**src/rtl/core/sdik_pkg.sv**
```systemverilog
`timescale 1ns / 1ps
`default_nettype none
// shared constants, types and angle table of the swerve kinematics core
package sdik_pkg;

  // format constants
  localparam int STEER_CODE_BITS = 12;
  localparam int CMD_FRAC_BITS   = 14;

  localparam int CordicSteps = 20;
  localparam int GuardBits   = 12;

  // field and datapath widths
  localparam int RegW    = 12;
  localparam int CfgIdxW = 3;
  localparam int CmdW    = 16;
  localparam int YawW    = 16;
  localparam int SteerW  = 12;
  localparam int SpeedW  = 15;
  localparam int FactW   = 16;
  localparam int TermW   = 20;
  localparam int RotW    = 32;
  localparam int VecW    = TermW + GuardBits;
  localparam int DistW   = 17;
  localparam int Wheels  = 4;

  // register indexes
  localparam logic [CfgIdxW-1:0] REG_WHEELBASE = CfgIdxW'(0);
  localparam logic [CfgIdxW-1:0] REG_TRACK     = CfgIdxW'(1);
  localparam logic [CfgIdxW-1:0] REG_OFF_FL    = CfgIdxW'(2);
  localparam logic [CfgIdxW-1:0] REG_OFF_FR    = CfgIdxW'(3);
  localparam logic [CfgIdxW-1:0] REG_OFF_RL    = CfgIdxW'(4);
  localparam logic [CfgIdxW-1:0] REG_OFF_RR    = CfgIdxW'(5);

  // geometry handed to the datapath
  typedef struct packed {
    logic [FactW-1:0]             kl;
    logic [FactW-1:0]             kw;
    logic [Wheels-1:0][RegW-1:0]  offset;
  } geom_t;

  // the four corner terms
  typedef struct packed {
    logic signed [TermW-1:0] a;
    logic signed [TermW-1:0] b;
    logic signed [TermW-1:0] c;
    logic signed [TermW-1:0] d;
  } corner_t;

  // arctangent of 2^-i as a 32-bit turn angle
  function automatic logic [31:0] arc_angle(input int idx);
    logic [31:0] r;
    case (idx)
      0:       r = 32'd536870912;
      1:       r = 32'd316933406;
      2:       r = 32'd167458907;
      3:       r = 32'd85004756;
      4:       r = 32'd42667331;
      5:       r = 32'd21354465;
      6:       r = 32'd10679838;
      7:       r = 32'd5340245;
      8:       r = 32'd2670163;
      9:       r = 32'd1335087;
      10:      r = 32'd667544;
      11:      r = 32'd333772;
      12:      r = 32'd166886;
      13:      r = 32'd83443;
      14:      r = 32'd41722;
      15:      r = 32'd20861;
      16:      r = 32'd10430;
      17:      r = 32'd5215;
      18:      r = 32'd2608;
      19:      r = 32'd1304;
      default: r = 32'd0;
    endcase
    return r;
  endfunction

endpackage
`default_nettype wire

```
**src/rtl/core/sdik_geom.sv**
```systemverilog
`timescale 1ns / 1ps
`default_nettype none
// configuration registers and sequential twist factor unit
module sdik_geom (
  input  logic                         clk_i,
  input  logic                         rst_ni,
  input  logic                         cfg_valid_i,
  output logic                         cfg_ready_o,
  input  logic [sdik_pkg::CfgIdxW-1:0] cfg_index_i,
  input  logic [sdik_pkg::RegW-1:0]    cfg_data_i,
  output sdik_pkg::geom_t              geom_o,
  output logic                         busy_o
);
  import sdik_pkg::*;

  localparam int R2W   = 2 * RegW + 1;
  localparam int SqW   = R2W + 30;
  localparam int RootW = (SqW + 1) / 2;
  localparam int NumW  = RegW + 30 + 1;
  localparam int CntW  = $clog2(NumW + 1);

  typedef enum logic [2:0] {ST_IDLE, ST_START, ST_SQRT, ST_DIV_L, ST_DIV_W} state_e;

  logic                        cfg_we;
  logic                        geo_wr;
  logic [RegW-1:0]             len_q, wid_q;
  logic [Wheels-1:0][RegW-1:0] off_q;
  logic [R2W-1:0]              r2;
  state_e                      state_q;
  logic [SqW-1:0]              v_q, res_q, bit_q, trial;
  logic [RootW-1:0]            root;
  logic [NumW-1:0]             num_q;
  logic [RootW-1:0]            rem_q, rem_n;
  logic [RootW:0]              div_t;
  logic                        ge;
  logic [FactW-1:0]            quo_q, quo_n, kl_q, kw_q;
  logic [CntW-1:0]             cnt_q;

  assign cfg_ready_o = 1'b1;
  assign cfg_we      = cfg_valid_i;
  assign geo_wr      = cfg_we && (cfg_index_i == REG_WHEELBASE || cfg_index_i == REG_TRACK);

  // register file
  always_ff @(posedge clk_i or negedge rst_ni) begin
    if (!rst_ni) begin
      len_q <= RegW'(1000);
      wid_q <= RegW'(1000);
      off_q <= '0;
    end else if (cfg_we) begin
      case (cfg_index_i)
        REG_WHEELBASE: len_q    <= cfg_data_i;
        REG_TRACK:     wid_q    <= cfg_data_i;
        REG_OFF_FL:    off_q[0] <= cfg_data_i;
        REG_OFF_FR:    off_q[1] <= cfg_data_i;
        REG_OFF_RL:    off_q[2] <= cfg_data_i;
        REG_OFF_RR:    off_q[3] <= cfg_data_i;
        default: ;
      endcase
    end
  end

  // squared diagonal
  assign r2 = R2W'(len_q) * R2W'(len_q) + R2W'(wid_q) * R2W'(wid_q);

  // sqrt trial and long division step
  always_comb begin
    trial = res_q + bit_q;
    root  = res_q[RootW-1:0];
    div_t = {rem_q, num_q[NumW-1]};
    ge    = div_t >= {1'b0, root};
    rem_n = ge ? RootW'(div_t - {1'b0, root}) : div_t[RootW-1:0];
    quo_n = {quo_q[FactW-2:0], ge};
  end

  // factor sequencer: isqrt, then two divisions
  always_ff @(posedge clk_i or negedge rst_ni) begin
    if (!rst_ni) begin
      state_q <= ST_START;
      v_q     <= '0;
      res_q   <= '0;
      bit_q   <= '0;
      num_q   <= '0;
      rem_q   <= '0;
      quo_q   <= '0;
      cnt_q   <= '0;
      kl_q    <= '0;
      kw_q    <= '0;
    end else if (geo_wr) begin
      state_q <= ST_START;
    end else begin
      case (state_q)
        ST_IDLE: ;
        ST_START: begin
          if (r2 == '0) begin
            kl_q    <= '0;
            kw_q    <= '0;
            state_q <= ST_IDLE;
          end else begin
            v_q     <= {r2, 30'd0};
            res_q   <= '0;
            bit_q   <= SqW'(1) << (SqW - 1);
            state_q <= ST_SQRT;
          end
        end
        ST_SQRT: begin
          if (bit_q == '0) begin
            num_q   <= NumW'({len_q, 30'd0}) + NumW'(root >> 1);
            rem_q   <= '0;
            quo_q   <= '0;
            cnt_q   <= CntW'(NumW);
            state_q <= ST_DIV_L;
          end else begin
            if (v_q >= trial) begin
              v_q   <= v_q - trial;
              res_q <= (res_q >> 1) + bit_q;
            end else begin
              res_q <= res_q >> 1;
            end
            bit_q <= bit_q >> 2;
          end
        end
        ST_DIV_L: begin
          cnt_q <= cnt_q - CntW'(1);
          if (cnt_q == CntW'(1)) begin
            kl_q    <= quo_n;
            num_q   <= NumW'({wid_q, 30'd0}) + NumW'(root >> 1);
            rem_q   <= '0;
            quo_q   <= '0;
            cnt_q   <= CntW'(NumW);
            state_q <= ST_DIV_W;
          end else begin
            num_q <= num_q << 1;
            rem_q <= rem_n;
            quo_q <= quo_n;
          end
        end
        ST_DIV_W: begin
          cnt_q <= cnt_q - CntW'(1);
          num_q <= num_q << 1;
          rem_q <= rem_n;
          quo_q <= quo_n;
          if (cnt_q == CntW'(1)) begin
            kw_q    <= quo_n;
            state_q <= ST_IDLE;
          end
        end
        default: state_q <= ST_IDLE;
      endcase
    end
  end

  assign busy_o        = state_q != ST_IDLE;
  assign geom_o.kl     = kl_q;
  assign geom_o.kw     = kw_q;
  assign geom_o.offset = off_q;

endmodule
`default_nettype wire

```
**config.mk**
```make
export PLATFORM = sky130hd
export DESIGN_NAME = sdik_geom
export DESIGN_NICKNAME = d
export VERILOG_FILES = /design/src/rtl/core/sdik_pkg.sv /design/src/rtl/core/sdik_geom.sv
export SDC_FILE = /design/constraint.sdc
export NUM_CORES = 2
export LEC_CHECK = 0
export ABC_CLOCK_PERIOD_IN_PS = 8750
export BUFFER_PORTS_ARGS = -buffer_cell sky130_fd_sc_hd__buf_2
export CAP_MARGIN = 20
export CORE_ASPECT_RATIO = 1.75
export CORE_MARGIN = 2
export CORE_UTILIZATION = 51
export DETAILED_ROUTE_END_ITERATION = 16
export PLACE_DENSITY_LB_ADDON = 0.2
export SLEW_MARGIN = 5
export SYNTH_ARGS = -nofsm -noshare
export SYNTH_HDL_FRONTEND = slang
export SYNTH_SLANG_ARGS = --single-unit
```
**constraint.sdc**
```tcl
create_clock -name clk_i -period 8.75 [get_ports clk_i]
set_clock_uncertainty 0.1 [all_clocks]
set_input_delay 1.75 -clock clk_i [delete_from_list [all_inputs] [get_ports clk_i]]
set_output_delay 1.75 -clock clk_i [all_outputs]
set_load 0.1 [all_outputs]
```
==> metrics.md <==
| Metric | Value |
|---|---|
| Count of cell types in the netlist | `84` |
| Final core occ | `56.2%` |
| CTS root buffer | `clkbuf_16` |
| Dpl ws | `0.0857 ns` |
| Die width | `189 um` |
| Synthesized Nets | `3863` |
| Reg2Reg Depth | `21` |
| Max clock buf depth | `3` |
| Mapped Area | `around 0.03 mm2` |
| Synthesis-to-layout area growth | `9.02%` |
| Worst setup SP type | `flop` |
| Worst skew pair latency | `approximately 0.56 ns` |
| Yosys warns | `0` |
| Total CTS buffers | `36` |
| I/O pin cnt | `100` |
| Routability congestion estimate from global placement | `between 0.9 and 1` |
| CP Capture Point | `v_q[35]` |
| R2R Path End | `v_q[35]` |
| Slew margin rel. | `27.9%` |
| TritonCTS clock tree | `yes` |
| Max Freq | `117 MHz` |
| Final hold violation count | `0` |
| R2R setup slack | `about 0.22 ns` |
| Average routed wire per standard cell | `approximately 21 um` |
| Die height | `327 um` |
| Max-Cap Viols | `0` |
| Final WL | `90900 um` |
| Core area | `0.0591 mm2` |
| Detail Placement HPWL | `71100 um` |
| Initial core utilization | `between 50% and 60%` |
| PortBufs | `98` |
| Max H-tree Level | `2` |
| Max-slew violations | `0` |
| DRT Pass-1 Iters | `8` |
| Largest net degree at the start of global routing | `~160` |
| Die area | `between 0.06 and 0.07 mm2` |
| Vias in the first global route | `approximately 27k` |
| Post-synth ARST share | `100%` |
| GR Util All Layers | `29.7%` |
| Clock transition at path regs | `0.07 ns` |
| Mean number of vias per cell | `5.98` |
| Post-synth EDFFs | `0` |
| Worst-path cell chain | `clkinvlp_4, fa_1, fa_1, fa_1, fa_1, fa_1, fa_1, fa_1, inv_1, ha_1, a2111oi_1, o21ai_1, a21boi_2, xnor2_1, or3b_1, or4_1, or4_4, a31oi_4, buf_12, nor2_4, mux2_4` |
| Required @ worst endpoint | `9.08 ns` |
| Most numerous cell on the critical path | `fa_1` |
| Layout Nets | `3893` |
| Clk sinks | `337` |
| CP arrival | `8.87 ns` |
| Layout cell share with drive strength beyond 1 | `10.7%` |
| Reg-to-Reg Start | `len_q[5]` |
| Vias | `25.3k` |
| HP Class | `reg -> reg` |
| Crit path max fanout | `23` |
| Avg Synthesized Cell Area | `8.95 um2` |
| Worst hold slack | `0.378 ns` |
| Diode count | `0` |
| Worst-Margin Slew | `1.08 ns` |
| Residual DRC | `0` |
| Top_reg_cell synth | `dfrtp_1` |
| Initial antenna violation count | `0` |
| Final worst setup slack | `0.217 ns` |
| Final Critical Period | `8.53 ns` |
| Critical Path End Type | `flop` |
| 1st-iter DRT viols | `1607` |
| First-pass GRT wire length | `about 140000 um` |
| GRT overflow | `0` |
| CP Launch Point | `len_q[5]` |
| Crit share post-route | `a little over nine tenths` |
| Setup Viol. Count Final | `0` |
| Outcome | `finished clean` |
| Slowest cell delay on critical path | `0.73 ns` |
| Crit Path Class | `reg -> reg` |
| Post-synthesis register bit count | `337` |
| Num rows | `118` |
| Final ANT Viol Nets | `0` |
| CP max stage cell | `dfstp_4` |
| Synthesized instance count | `around 3.4k` |
| Register area share after synthesis | `27.8%` |
[layout make-up]
| type | instances | area (um2) |
|---|---|---|
| fillers | 5414 | 25900 |
| multi-input cells | 2551 | 20100 |
| flip-flops and latches | 337 | 8460 |
| inverters | 342 | 1290 |
| repair buffers | 162 | 1050 |
| clock buffers | 49 | 1040 |
| well taps | 780 | 976 |
| clock inverters | 17 | 233 |
[cells by family after synthesis]
kind of cell	count (synthesis)	share of synthesized area, %
AOI/OAI and AO/OA	816	17.4
xor gates and xnor gates	193	5.56
adders and majority gates	445	23.3
buffers and inverters	512	6.47
DFF	337	27.8
muxes	137	5.09
other	1	0.0123
and+or+nand+nor	959	14.4
[cells in the mapped netlist, drive strengths merged (50+ instances only)]
cell    count  area (um2)
and2       63         394
o21ai     254        1270
mux2i      50         500
nand3      57         285
a21oi     140         704
clkbuf    147         552
nor2      171         649
fa        204        4080
a31oi      90         569
xnor2     109         955
dfrtp     324        8110
mux2       87        1050
ha        241        3020
xor2       84         736
inv       342        1280
nand2     461        1730
[sequential cells by signal, indices dropped and copies added, names as in the netlist]
| signal | flops |
|---|---|
| bit_q | 28 |
| cnt_q | 6 |
| geom_o | 48 |
| kl_q | 16 |
| kw_q | 16 |
| len_q | 12 |
| num_q | 43 |
| quo_q | 15 |
| rem_q | 28 |
| res_q | 55 |
| state_q | 3 |
| v_q | 55 |
| wid_q | 12 |
[through the flow]
step / cells / setup TNS, ns / area (um2)
after global placement: 4165 / 0 / 31800
after floorplan: 3400 / 0 / 30400
after detailed placement: 4166 / 0 / 31800
after CTS: 4232 / 0 / 33000
final: 4238 / 0 / 33200
after global routing: 4238 / -0.0838 / 33200
[how the worst min path moves through the flow]
stage | cells past startpoint | endpoint | start | slack (ns)
detailed placement | 2 | num_q[28] | num_q[28] | 0.36
CTS | 2 | num_q[28] | num_q[28] | 0.37
global route | 2 | num_q[27] | num_q[27] | 0.41
global placement | 2 | num_q[28] | num_q[28] | 0.35
floorplan | 2 | num_q[27] | num_q[27] | 0.34
finish | 2 | num_q[28] | num_q[28] | 0.38
[critical path: cells and delay by family, from the launching register on]
family | cells | cell delay (ns)
fa+ha+maj | 8 | 4.01
compound gates | 4 | 1.03
mux | 1 | 0.36
xor+xnor | 1 | 0.11
buf+inv | 3 | 0.43
simple gates | 4 | 1.60
flops | 1 | 0.73
[repair_timing]
action,4_1_cts,5_1_grt
hold buffers,0,0
setup buffers,0,5
gates resized for setup,0,12
endpoints found under the setup margin,0,111
[layer usage]
layer / global-route usage [%] / part of all wire, % / wire (um) / vias to the layer above
li1: - / - / - / 11800
met1: 29.4 / 34 / 30600 / 12600
met2: 57.1 / 55 / 49900 / 673
met3: 2.17 / 2.8 / 2510 / 297
met4: 22.6 / 8.7 / 7920 / 0
met5: 0 / 0 / 0 / -
[placed cells by master, fill, tap and decap left out, types with 39 or more instances in the layout]
cell type,n
nor2_1,169
o21ai_0,251
a21o_1,44
and2_1,63
mux2_2,69
inv_1,341
buf_4,57
xor2_1,84
a21oi_1,138
fa_1,204
nor3_1,39
nand3_1,57
dfrtp_1,324
o31ai_1,40
buf_2,98
nand2_1,460
mux2i_1,50
a31oi_1,88
ha_1,239
xnor2_1,109
Power is left out: the tool's default activity adds up to more than one toggle a clock period on the data nets, which glitch-free logic cannot reach.
